===== src/hw/rtl/fcc_pkg.sv =====
// Shared types and constants for the RGB565 frame clip and convert block.
package fcc_pkg;

  // Input operation codes
  localparam logic [1:0] OP_PAL_WR = 2'd0;
  localparam logic [1:0] OP_PIXEL  = 2'd1;
  localparam logic [1:0] OP_REPEAT = 2'd2;

  // Source pixel formats
  localparam logic [1:0] FMT_RGB565   = 2'd0;
  localparam logic [1:0] FMT_PAL8     = 2'd1;
  localparam logic [1:0] FMT_RGB1555  = 2'd2;
  localparam logic [1:0] FMT_XRGB8888 = 2'd3;

  // Configuration register indexes
  localparam int          CFG_IDX_W    = 3;
  localparam int          CFG_DATA_W   = 12;
  localparam logic [2:0]  CFG_MODE_W   = 3'd0;
  localparam logic [2:0]  CFG_MODE_H   = 3'd1;
  localparam logic [2:0]  CFG_SRC_W    = 3'd2;
  localparam logic [2:0]  CFG_SRC_H    = 3'd3;
  localparam logic [2:0]  CFG_FORMAT   = 3'd4;
  localparam logic [2:0]  CFG_PAL_LEN  = 3'd5;

  // Result word kinds
  localparam logic KIND_PIXEL = 1'b0;
  localparam logic KIND_BELL  = 1'b1;

  // Fallback view geometry
  localparam int DEF_W = 320;
  localparam int DEF_H = 240;

  // Field widths
  localparam int ADDR_W   = 18;
  localparam int FRAME_W  = 30;
  localparam int PIX_W    = 32;
  localparam int COLOR_W  = 16;
  localparam int PAL_IDX_W = 8;
  localparam int PAL_DEPTH = 256;
  localparam int PAL_LEN_W = 9;

  // Decoupling queue
  localparam int QDEPTH  = 4;
  localparam int QPTR_W  = 2;
  localparam int QCNT_W  = 3;

  // Configuration registers
  typedef struct packed {
    logic [11:0]          mode_w;
    logic [11:0]          mode_h;
    logic [10:0]          src_w;
    logic [10:0]          src_h;
    logic [1:0]           fmt;
    logic [PAL_LEN_W-1:0] pal_len;
  } cfg_t;

  // One classified item waiting for the back end
  typedef struct packed {
    logic                 has_pix;
    logic                 has_bell;
    logic                 buf_sel;
    logic [FRAME_W-1:0]   frame;
    logic [ADDR_W-1:0]    row_base;
    logic [ADDR_W-1:0]    col_off;
    logic [PIX_W-1:0]     pix;
    logic [COLOR_W-1:0]   pal_data;
    logic                 pal_hit;
  } q_entry_t;

  // Back end phase for items with two results
  typedef enum logic {
    PH_PIX,
    PH_BELL
  } phase_e;

endpackage


===== src/hw/rtl/fcc_front.sv =====
// Front end: accepts words, runs the raster counters, reads the palette, classifies pixels.
module fcc_front import fcc_pkg::*; #(
  parameter int MAX_VIEW_WIDTH  = 512,
  parameter int MAX_VIEW_HEIGHT = 512,
  parameter int MAX_SOURCE_SIDE = 1024
) (
  input  logic                 clk_i,
  input  logic                 rst_ni,
  input  cfg_t                 cfg_i,
  input  logic                 in_valid_i,
  output logic                 in_stall_o,
  input  logic [1:0]           op_i,
  input  logic [PIX_W-1:0]     pixel_value_i,
  input  logic [PAL_IDX_W-1:0] palette_index_i,
  input  logic [COLOR_W-1:0]   palette_color_i,
  output logic                 push_o,
  output q_entry_t             push_data_o,
  input  logic                 q_full_i
);

  localparam int SS_W  = $clog2(MAX_SOURCE_SIDE + 1);
  localparam int VW_W  = $clog2(MAX_VIEW_WIDTH + 1);
  localparam int VH_W  = $clog2(MAX_VIEW_HEIGHT + 1);
  localparam int M1_W  = (SS_W > VW_W) ? SS_W : VW_W;
  localparam int M2_W  = (M1_W > VH_W) ? M1_W : VH_W;
  localparam int GW    = ((M2_W > 10) ? M2_W : 10) + 1;
  localparam int CNT_W = $clog2(MAX_SOURCE_SIDE);

  // Source side clamp: zero becomes one, oversize becomes the maximum
  function automatic logic [GW-1:0] clamp_side(input logic [10:0] v);
    logic [GW-1:0] e;
    e = GW'(v);
    if (e == '0) begin
      return GW'(1);
    end else if (e > GW'(MAX_SOURCE_SIDE)) begin
      return GW'(MAX_SOURCE_SIDE);
    end
    return e;
  endfunction

  // ---------------- geometry, registered from the config ----------------
  logic [GW-1:0]     vw, vh, pitch, sw, sh, cw, ch, dx, dy, sx, sy;
  logic              view_ok;
  logic [GW-1:0]     sx_q, sy_q, sx_end_q, sy_end_q;
  logic [ADDR_W-1:0] pitch_q, dxs_q, dys_q;

  always_comb begin
    view_ok = (cfg_i.mode_w != '0) && ({1'b0, cfg_i.mode_w} <= 13'(MAX_VIEW_WIDTH)) &&
              (cfg_i.mode_h != '0) && ({1'b0, cfg_i.mode_h} <= 13'(MAX_VIEW_HEIGHT));
    if (view_ok) begin
      vw    = GW'(cfg_i.mode_w);
      vh    = GW'(cfg_i.mode_h);
      pitch = (vw + GW'(3)) & ~GW'(3);
    end else begin
      vw    = GW'(DEF_W);
      vh    = GW'(DEF_H);
      pitch = GW'(DEF_W);
    end
    sw = clamp_side(cfg_i.src_w);
    sh = clamp_side(cfg_i.src_h);
    cw = (sw < vw) ? sw : vw;
    ch = (sh < vh) ? sh : vh;
    dx = (vw - cw) >> 1;
    dy = (vh - ch) >> 1;
    sx = (sw - cw) >> 1;
    sy = (sh - ch) >> 1;
  end

  always_ff @(posedge clk_i) begin
    sx_q     <= sx;
    sy_q     <= sy;
    sx_end_q <= sx + cw;
    sy_end_q <= sy + ch;
    pitch_q  <= ADDR_W'(pitch);
    dxs_q    <= ADDR_W'(dx) - ADDR_W'(sx);
    dys_q    <= ADDR_W'(dy) - ADDR_W'(sy);
  end

  // ---------------- handshake through stages A and B ----------------
  logic a_vld_q, a_vld_d, b_vld_q, b_vld_d;
  logic a_go, b_go, b_free, a_free, accept;
  logic has_pix, has_bell, in_win;

  assign b_go       = b_vld_q && !q_full_i;
  assign b_free     = !b_vld_q || b_go;
  assign a_go       = a_vld_q && b_free;
  assign a_free     = !a_vld_q || a_go;
  assign in_stall_o = !a_free;
  assign accept     = in_valid_i && a_free;
  assign push_o     = b_go;

  // ---------------- raster counters and frame state ----------------
  logic [CNT_W-1:0]   col_q, row_q, col_d, row_d;
  logic [FRAME_W-1:0] frame_q, frame_d;
  logic               act_buf_q, act_buf_d, last_pub_q, last_pub_d;
  logic               end_row, end_frame;
  logic               acc_pix, acc_rep;

  assign acc_pix = accept && (op_i == OP_PIXEL);
  assign acc_rep = accept && (op_i == OP_REPEAT);

  always_comb begin
    end_row    = (GW'(col_q) + GW'(1)) >= sw;
    end_frame  = end_row && ((GW'(row_q) + GW'(1)) >= sh);
    col_d      = col_q;
    row_d      = row_q;
    frame_d    = frame_q;
    act_buf_d  = act_buf_q;
    last_pub_d = last_pub_q;
    if (acc_pix) begin
      if (end_row) begin
        col_d = '0;
        row_d = end_frame ? '0 : row_q + CNT_W'(1);
      end else begin
        col_d = col_q + CNT_W'(1);
      end
      if (end_frame) begin
        frame_d    = frame_q + FRAME_W'(1);
        last_pub_d = act_buf_q;
        act_buf_d  = !act_buf_q;
      end
    end else if (acc_rep) begin
      frame_d = frame_q + FRAME_W'(1);
    end
  end

  always_ff @(posedge clk_i or negedge rst_ni) begin
    if (!rst_ni) begin
      col_q      <= '0;
      row_q      <= '0;
      frame_q    <= '0;
      act_buf_q  <= 1'b0;
      last_pub_q <= 1'b0;
    end else begin
      col_q      <= col_d;
      row_q      <= row_d;
      frame_q    <= frame_d;
      act_buf_q  <= act_buf_d;
      last_pub_q <= last_pub_d;
    end
  end

  // ---------------- palette memory with per-entry valid bits ----------------
  logic [COLOR_W-1:0]   pal_mem [PAL_DEPTH];
  logic [PAL_DEPTH-1:0] pal_vld_q;
  logic [COLOR_W-1:0]   a_pal_q;
  logic                 a_hit_q;
  logic                 pal_wr;

  assign pal_wr = accept && (op_i == OP_PAL_WR);

  always_ff @(posedge clk_i) begin
    if (pal_wr) begin
      pal_mem[palette_index_i] <= palette_color_i;
    end
    if (acc_pix) begin
      a_pal_q <= pal_mem[pixel_value_i[PAL_IDX_W-1:0]];
    end
  end

  always_ff @(posedge clk_i or negedge rst_ni) begin
    if (!rst_ni) begin
      pal_vld_q <= '0;
      a_hit_q   <= 1'b0;
    end else begin
      if (pal_wr) begin
        pal_vld_q[palette_index_i] <= 1'b1;
      end
      if (acc_pix) begin
        a_hit_q <= pal_vld_q[pixel_value_i[PAL_IDX_W-1:0]];
      end
    end
  end

  // ---------------- stage A: captured word ----------------
  logic               a_is_pix_q, a_end_frame_q, a_buf_q;
  logic [CNT_W-1:0]   a_col_q, a_row_q;
  logic [FRAME_W-1:0] a_frame_q;
  logic [PIX_W-1:0]   a_pix_q;

  always_comb begin
    a_vld_d = a_vld_q;
    if (acc_pix || acc_rep) begin
      a_vld_d = 1'b1;
    end else if (a_go) begin
      a_vld_d = 1'b0;
    end
  end

  always_ff @(posedge clk_i) begin
    if (acc_pix || acc_rep) begin
      a_is_pix_q    <= acc_pix;
      a_end_frame_q <= end_frame;
      a_buf_q       <= acc_pix ? act_buf_q : last_pub_q;
      a_col_q       <= col_q;
      a_row_q       <= row_q;
      a_frame_q     <= frame_d;
      a_pix_q       <= pixel_value_i;
    end
  end

  // ---------------- stage B: clip test and row base ----------------
  logic [ADDR_W-1:0]   row_off;
  logic [2*ADDR_W-1:0] prod;
  q_entry_t            b_q;

  always_comb begin
    in_win   = (GW'(a_col_q) >= sx_q) && (GW'(a_col_q) < sx_end_q) &&
               (GW'(a_row_q) >= sy_q) && (GW'(a_row_q) < sy_end_q);
    has_pix  = a_is_pix_q && in_win;
    has_bell = !a_is_pix_q || a_end_frame_q;
    row_off  = ADDR_W'(a_row_q) + dys_q;
    prod     = row_off * pitch_q;
    b_vld_d  = b_vld_q;
    if (b_free) begin
      b_vld_d = a_vld_q && (has_pix || has_bell);
    end
  end

  always_ff @(posedge clk_i) begin
    if (a_go) begin
      b_q.has_pix  <= has_pix;
      b_q.has_bell <= has_bell;
      b_q.buf_sel  <= a_buf_q;
      b_q.frame    <= a_frame_q;
      b_q.row_base <= prod[ADDR_W-1:0];
      b_q.col_off  <= ADDR_W'(a_col_q) + dxs_q;
      b_q.pix      <= a_pix_q;
      b_q.pal_data <= a_pal_q;
      b_q.pal_hit  <= a_hit_q;
    end
  end

  always_ff @(posedge clk_i or negedge rst_ni) begin
    if (!rst_ni) begin
      a_vld_q <= 1'b0;
      b_vld_q <= 1'b0;
    end else begin
      a_vld_q <= a_vld_d;
      b_vld_q <= b_vld_d;
    end
  end

  assign push_data_o = b_q;

endmodule


===== src/hw/rtl/fcc_queue.sv =====
// Short FIFO between the classifying front end and the result back end.
module fcc_queue import fcc_pkg::*; (
  input  logic     clk_i,
  input  logic     rst_ni,
  input  logic     push_i,
  input  q_entry_t push_data_i,
  output logic     full_o,
  input  logic     pop_i,
  output q_entry_t head_o,
  output logic     empty_o
);

  q_entry_t          mem_q [QDEPTH];
  logic [QPTR_W-1:0] wr_ptr_q, rd_ptr_q;
  logic [QCNT_W-1:0] cnt_q;

  assign full_o  = (cnt_q == QCNT_W'(QDEPTH));
  assign empty_o = (cnt_q == '0);
  assign head_o  = mem_q[rd_ptr_q];

  // Entry storage
  always_ff @(posedge clk_i) begin
    if (push_i) begin
      mem_q[wr_ptr_q] <= push_data_i;
    end
  end

  // Pointers and fill count
  always_ff @(posedge clk_i or negedge rst_ni) begin
    if (!rst_ni) begin
      wr_ptr_q <= '0;
      rd_ptr_q <= '0;
      cnt_q    <= '0;
    end else begin
      if (push_i) begin
        wr_ptr_q <= wr_ptr_q + QPTR_W'(1);
      end
      if (pop_i) begin
        rd_ptr_q <= rd_ptr_q + QPTR_W'(1);
      end
      if (push_i && !pop_i) begin
        cnt_q <= cnt_q + QCNT_W'(1);
      end else if (pop_i && !push_i) begin
        cnt_q <= cnt_q - QCNT_W'(1);
      end
    end
  end

  a_no_overflow: assert property (@(posedge clk_i) disable iff (!rst_ni)
    push_i |-> !full_o)
    else $error("queue written while full");

  a_no_underflow: assert property (@(posedge clk_i) disable iff (!rst_ni)
    pop_i |-> !empty_o)
    else $error("queue popped while empty");

endmodule


===== src/hw/rtl/fcc_back.sv =====
// Back end: converts pixels to RGB565 and emits pixel and doorbell result words.
module fcc_back import fcc_pkg::*; (
  input  logic               clk_i,
  input  logic               rst_ni,
  input  cfg_t               cfg_i,
  input  q_entry_t           head_i,
  input  logic               empty_i,
  output logic               pop_o,
  output logic               out_valid_o,
  input  logic               out_stall_i,
  output logic               kind_o,
  output logic               buffer_select_o,
  output logic [ADDR_W-1:0]  write_address_o,
  output logic [COLOR_W-1:0] pixel_565_o,
  output logic [PIX_W-1:0]   doorbell_word_o,
  output logic               last_o
);

  phase_e ph_q, ph_d;
  logic   out_free, emit_pix, emit_bell, out_vld_q;
  logic [COLOR_W-1:0] conv;
  logic [PIX_W-1:0]   v;
  logic               pal_ok;

  assign out_free = !out_vld_q || !out_stall_i;

  // Format conversion of the head word
  always_comb begin
    v      = head_i.pix;
    pal_ok = head_i.pal_hit && ({1'b0, v[PAL_IDX_W-1:0]} < cfg_i.pal_len);
    case (cfg_i.fmt)
      FMT_RGB565:   conv = v[15:0];
      FMT_PAL8:     conv = pal_ok ? head_i.pal_data : '0;
      FMT_RGB1555:  conv = {v[14:10], v[9:5], v[9], v[4:0]};
      FMT_XRGB8888: conv = {v[23:19], v[15:10], v[7:3]};
      default:      conv = '0;
    endcase
  end

  // Next phase
  always_comb begin
    ph_d = ph_q;
    case (ph_q)
      PH_PIX: begin
        if (emit_pix && head_i.has_bell) begin
          ph_d = PH_BELL;
        end
      end
      PH_BELL: begin
        if (emit_bell) begin
          ph_d = PH_PIX;
        end
      end
      default: ph_d = PH_PIX;
    endcase
  end

  // Emit decisions
  always_comb begin
    emit_pix  = 1'b0;
    emit_bell = 1'b0;
    case (ph_q)
      PH_PIX: begin
        emit_pix  = out_free && !empty_i && head_i.has_pix;
        emit_bell = out_free && !empty_i && !head_i.has_pix;
      end
      PH_BELL: begin
        emit_bell = out_free && !empty_i;
      end
      default: ;
    endcase
    pop_o = emit_bell || (emit_pix && !head_i.has_bell);
  end

  always_ff @(posedge clk_i or negedge rst_ni) begin
    if (!rst_ni) begin
      ph_q      <= PH_PIX;
      out_vld_q <= 1'b0;
    end else begin
      ph_q <= ph_d;
      if (emit_pix || emit_bell) begin
        out_vld_q <= 1'b1;
      end else if (!out_stall_i) begin
        out_vld_q <= 1'b0;
      end
    end
  end

  // Output word register
  always_ff @(posedge clk_i) begin
    if (emit_pix) begin
      kind_o          <= KIND_PIXEL;
      buffer_select_o <= head_i.buf_sel;
      write_address_o <= head_i.row_base + head_i.col_off;
      pixel_565_o     <= conv;
      doorbell_word_o <= '0;
      last_o          <= !head_i.has_bell;
    end else if (emit_bell) begin
      kind_o          <= KIND_BELL;
      buffer_select_o <= head_i.buf_sel;
      write_address_o <= '0;
      pixel_565_o     <= '0;
      doorbell_word_o <= {head_i.frame, 1'b0, head_i.buf_sel};
      last_o          <= 1'b1;
    end
  end

  assign out_valid_o = out_vld_q;

  a_bell_pending: assert property (@(posedge clk_i) disable iff (!rst_ni)
    (ph_q == PH_BELL) |-> (!empty_i && head_i.has_bell))
    else $error("doorbell phase without a doorbell at the queue head");

  a_bell_is_last: assert property (@(posedge clk_i) disable iff (!rst_ni)
    emit_bell |=> (out_valid_o && kind_o == KIND_BELL && last_o))
    else $error("doorbell word not marked last");

endmodule


===== src/hw/rtl/frame_clip_convert_rgb565_top.sv =====
// A result word passes stages A and B, the queue and the output register; a doorbell after a
// pixel write follows it out of the same queue entry. Throughput: one input word per cycle
// unless stalled; a frame end pixel inside the clip window yields two result words in turn.
// Reset: config returns to defaults, raster counters, frame count and buffer selects clear,
// and palette valid bits clear at once, so every palette entry reads zero until written.
// Configuration is held in this module; the front and back ends read it directly.
module frame_clip_convert_rgb565_top import fcc_pkg::*; #(
  parameter int MAX_VIEW_WIDTH  = 512,
  parameter int MAX_VIEW_HEIGHT = 512,
  parameter int MAX_SOURCE_SIDE = 1024
) (
  input  logic                  clk_i,
  input  logic                  rst_ni,
  input  logic                  cfg_we_i,
  input  logic [CFG_IDX_W-1:0]  cfg_index_i,
  input  logic [CFG_DATA_W-1:0] cfg_wdata_i,
  input  logic                  in_valid_i,
  output logic                  in_stall_o,
  input  logic [1:0]            op_i,
  input  logic [PIX_W-1:0]      pixel_value_i,
  input  logic [PAL_IDX_W-1:0]  palette_index_i,
  input  logic [COLOR_W-1:0]    palette_color_i,
  output logic                  out_valid_o,
  input  logic                  out_stall_i,
  output logic                  kind_o,
  output logic                  buffer_select_o,
  output logic [ADDR_W-1:0]     write_address_o,
  output logic [COLOR_W-1:0]    pixel_565_o,
  output logic [PIX_W-1:0]      doorbell_word_o,
  output logic                  last_o
);

  cfg_t     cfg_q;
  logic     push, q_full, pop, q_empty;
  q_entry_t push_data, head;

  // Configuration registers
  always_ff @(posedge clk_i or negedge rst_ni) begin
    if (!rst_ni) begin
      cfg_q.mode_w  <= 12'(DEF_W);
      cfg_q.mode_h  <= 12'(DEF_H);
      cfg_q.src_w   <= 11'(DEF_W);
      cfg_q.src_h   <= 11'(DEF_H);
      cfg_q.fmt     <= FMT_RGB565;
      cfg_q.pal_len <= '0;
    end else if (cfg_we_i) begin
      case (cfg_index_i)
        CFG_MODE_W:  cfg_q.mode_w  <= cfg_wdata_i;
        CFG_MODE_H:  cfg_q.mode_h  <= cfg_wdata_i;
        CFG_SRC_W:   cfg_q.src_w   <= cfg_wdata_i[10:0];
        CFG_SRC_H:   cfg_q.src_h   <= cfg_wdata_i[10:0];
        CFG_FORMAT:  cfg_q.fmt     <= cfg_wdata_i[1:0];
        CFG_PAL_LEN: cfg_q.pal_len <= cfg_wdata_i[PAL_LEN_W-1:0];
        default: ;
      endcase
    end
  end

  fcc_front #(
    .MAX_VIEW_WIDTH  (MAX_VIEW_WIDTH),
    .MAX_VIEW_HEIGHT (MAX_VIEW_HEIGHT),
    .MAX_SOURCE_SIDE (MAX_SOURCE_SIDE)
  ) u_front (
    .clk_i           (clk_i),
    .rst_ni          (rst_ni),
    .cfg_i           (cfg_q),
    .in_valid_i      (in_valid_i),
    .in_stall_o      (in_stall_o),
    .op_i            (op_i),
    .pixel_value_i   (pixel_value_i),
    .palette_index_i (palette_index_i),
    .palette_color_i (palette_color_i),
    .push_o          (push),
    .push_data_o     (push_data),
    .q_full_i        (q_full)
  );

  fcc_queue u_queue (
    .clk_i       (clk_i),
    .rst_ni      (rst_ni),
    .push_i      (push),
    .push_data_i (push_data),
    .full_o      (q_full),
    .pop_i       (pop),
    .head_o      (head),
    .empty_o     (q_empty)
  );

  fcc_back u_back (
    .clk_i           (clk_i),
    .rst_ni          (rst_ni),
    .cfg_i           (cfg_q),
    .head_i          (head),
    .empty_i         (q_empty),
    .pop_o           (pop),
    .out_valid_o     (out_valid_o),
    .out_stall_i     (out_stall_i),
    .kind_o          (kind_o),
    .buffer_select_o (buffer_select_o),
    .write_address_o (write_address_o),
    .pixel_565_o     (pixel_565_o),
    .doorbell_word_o (doorbell_word_o),
    .last_o          (last_o)
  );

endmodule

===== config.mk =====
export PLATFORM = sky130hd
export DESIGN_NAME = frame_clip_convert_rgb565_top
export DESIGN_NICKNAME = d
export VERILOG_FILES = /design/src/hw/rtl/fcc_pkg.sv /design/src/hw/rtl/fcc_front.sv /design/src/hw/rtl/fcc_queue.sv /design/src/hw/rtl/fcc_back.sv /design/src/hw/rtl/frame_clip_convert_rgb565_top.sv
export SDC_FILE = /design/constraint.sdc
export NUM_CORES = 2
export LEC_CHECK = 0
export BUFFER_PORTS_ARGS = -buffer_cell sky130_fd_sc_hd__buf_2
export CAP_MARGIN = 0
export CORE_MARGIN = 2
export CORE_UTILIZATION = 55
export CTS_BUF_LIST = sky130_fd_sc_hd__clkbuf_4 sky130_fd_sc_hd__clkbuf_8 sky130_fd_sc_hd__clkbuf_16
export DETAILED_ROUTE_END_ITERATION = 10
export GPL_ROUTABILITY_DRIVEN = 0
export GPL_TIMING_DRIVEN = 1
export HOLD_SLACK_MARGIN = 0.05
export PLACE_DENSITY_LB_ADDON = 0.08
export SYNTH_ARGS = -nofsm -noshare
export SYNTH_HDL_FRONTEND = slang
export SYNTH_HIERARCHICAL = 1
export SYNTH_MEMORY_MAX_BITS = 65536
export SYNTH_SLANG_ARGS = --single-unit

===== constraint.sdc =====
create_clock -name clk_i -period 24.1 [get_ports clk_i]
set_input_delay 4.82 -clock clk_i [delete_from_list [all_inputs] [get_ports clk_i]]
set_output_delay 4.82 -clock clk_i [all_outputs]
set_load 0.005 [all_outputs]

==> run metrics <==
largest net degree at the start of global routing 161; cell count after synthesis 9786; FF-to-FF path depth 30; H-tree Lvls 6; Final Hold Fails 0; die area 385000 um^2; DPL Wire Length 288000 um; Highest Signal Layer met5; clock sinks 5239; Die Ht 620 um; hold buffer count at CTS 0; max-cap viol count 0; Mapped Area 209000 um^2; wire length on met2 238000 um; setup tns final 0 ns; Power Density 99.6 nW/um^2; FF-to-FF setup slack 15.45 ns; global-route wire length before repair 711000 um; Lkg Pwr 79.9 nW; Residual DRC 0; CTS tree built; FP Rows 226; DRT Pass-1 Iters 6; initial antenna violation count 27; Crit path arrival time 11.25 ns; Die Wd 620 um; RSZ-0062 raised after global routing false; vias 99300; routed length per instance 30.9 um; crit share post-route 43.0%; hold endpoint u_front/push_data_o[22]; global route overflow 0; CP Data Required Time 24.99 ns; port bufs 136; core area 379000 um^2; layout cells sized above 1 31.1%; fin crit period 10.37 ns; NumNets Final 10800; Least-Margin Pin Slew 1.35 ns; Hold Path Depth 0; maximum clock rate 0.0965 GHz; max incr delay on CP 0.80 ns; Resize count post-CTS 0; Setup Skew 0.0372 ns; final setup violation count 0; ANT nets after route 0; Initial Util 55.2%; reg2reg end u_front/dxs_q[11]; critical path endpoint category flop; Critical Path Start Type input pin; critical-path cell list buf_12, buf_12, buf_4, buf_4, buf_4, mux4_2, mux4_2, mux4_2, mux4_2, nand2_1, nand2_1; root buf cell clkbuf_16; worst r2r src cfg_q[47]; post-CTS setup buffer count 0; clock-pin slew on the worst setup and hold paths 0.05 ns; VDD IR max 0.000273 V; fill count 25800; critical path's slowest cell buf_4; I/O Pins 149; met3 WL 36100 um; placed cells 14900; Layout area overhead 12.6%; Longest Clk Path Bufs 4; drt initial violations 10600; Slew HR 9.99%; Non-Filler Instances 15900; worst-path fanout max 91; Avg Vias per Cell 6.25; Post-Route M1 WL 203000 um; final slew viol count 0; critical path type input pin to flop; hold crit path type flop to flop; vias in the first global route 102000; most used cell, CP mux4_2; Synth warnings 6; CTS buffer count 547; worst-skew pair later-pin latency 1.02 ns; total track usage 25.7%; Worst Hold Launch u_front/a_pix_q[5]; Routed Wire Length 490000 um; outcome finished clean; Mapped Avg Cell Area 21.4 um^2
final cells by class:
type	instances	area (um^2)	share of cell area [%]
Clock buffer	728	15400	6.53
Tap cell	5016	6280	2.67
Clock inverter	252	2340	0.995
Inverter	276	1040	0.441
Timing Repair Buffer	521	3910	1.66
Antenna cell	16	40.0	0.0170
Sequential cell	5239	154000	65.6
Multi-Input combinational cell	3833	51900	22.1
per-layer routing:
layer,GRT usage (%),vias to the layer above
met3,4.73,705
met1,37.1,53600
met5,0,-
met4,6.51,16
li1,-,41400
met2,41.2,3522
critical path: cells and delay by family:
kind                   cells  cell delay (ns)
buffers and inverters      5             3.44
muxes                      4             2.49
and+or+nand+nor            2             0.16
stage by stage:
step                hold slack (ns)  power, mW  instance area (um^2)  util (%)  setup slack, ns
floorplan                     0.400       14.0                209000         -            14.51
global placement              0.401       15.3                217000      57.4            12.40
detailed placement            0.405       15.4                217000      57.4            12.43
CTS                           0.397       23.7                235000      62.1            13.53
global route                  0.405       24.5                235000      62.1            13.19
finish                        0.396       23.4                235000      62.1            13.73
power by group:
group          internal, mW  switching [mW]
Combinational          2.05            2.57
Sequential             10.4           0.190
Clock                  4.83            3.42
Total                  17.2            6.19
registers in the layout (all words and copies together) (netlist names), 11 cells and up:
signal                  flops
u_front/pal_mem          4096
u_queue/mem_q             428
u_front/pal_vld_q         256
u_front/push_data_o       100
cfg_q                      57
u_back/doorbell_word_o     31
u_front/a_frame_q          30
u_front/frame_q            30
u_front/a_pix_q            21
u_back/write_address_o     18
u_back/pixel_565_o         16
u_front/a_pal_q            16
u_front/dxs_q              12
u_front/dys_q              12
u_front/sx_end_q           12
u_front/sy_end_q           12
u_front/sx_q               11
u_front/sy_q               11
cells in the final DEF, fill, tap and decap left out, types with 31 or more instances in the layout:
cell / instances
a21o_1: 84
fa_1: 82
a21oi_1: 134
nand2b_1: 41
clkbuf_8: 38
xor2_1: 77
mux2_2: 40
and2_1: 74
a22o_1: 32
nor2_2: 36
edfxtp_1: 4750
mux4_2: 1552
o21ai_0: 79
xnor2_1: 96
nand3_1: 48
clkinv_2: 71
dfrtp_1: 363
clkbuf_4: 149
ha_1: 254
clkinv_1: 97
nor2_1: 327
buf_4: 376
bufinv_16: 31
nand2_1: 203
inv_1: 274
or2_2: 262
buf_2: 113
dfxtp_1: 112
clkbuf_16: 557
worst max path at each step:
stage / from / endpoint / slack, ns
after global routing: pixel_value_i[0] / u_front/a_hit_q / 13.19
after floorplan: op_i[0] / u_front/a_frame_q[20] / 14.51
after detailed placement: pixel_value_i[0] / u_front/a_hit_q / 12.43
after global placement: pixel_value_i[0] / u_front/a_hit_q / 12.40
final: pixel_value_i[0] / u_front/a_hit_q / 13.73
after CTS: pixel_value_i[0] / u_front/a_hit_q / 13.53
Note: power is estimated with default switching activity, not from simulation.
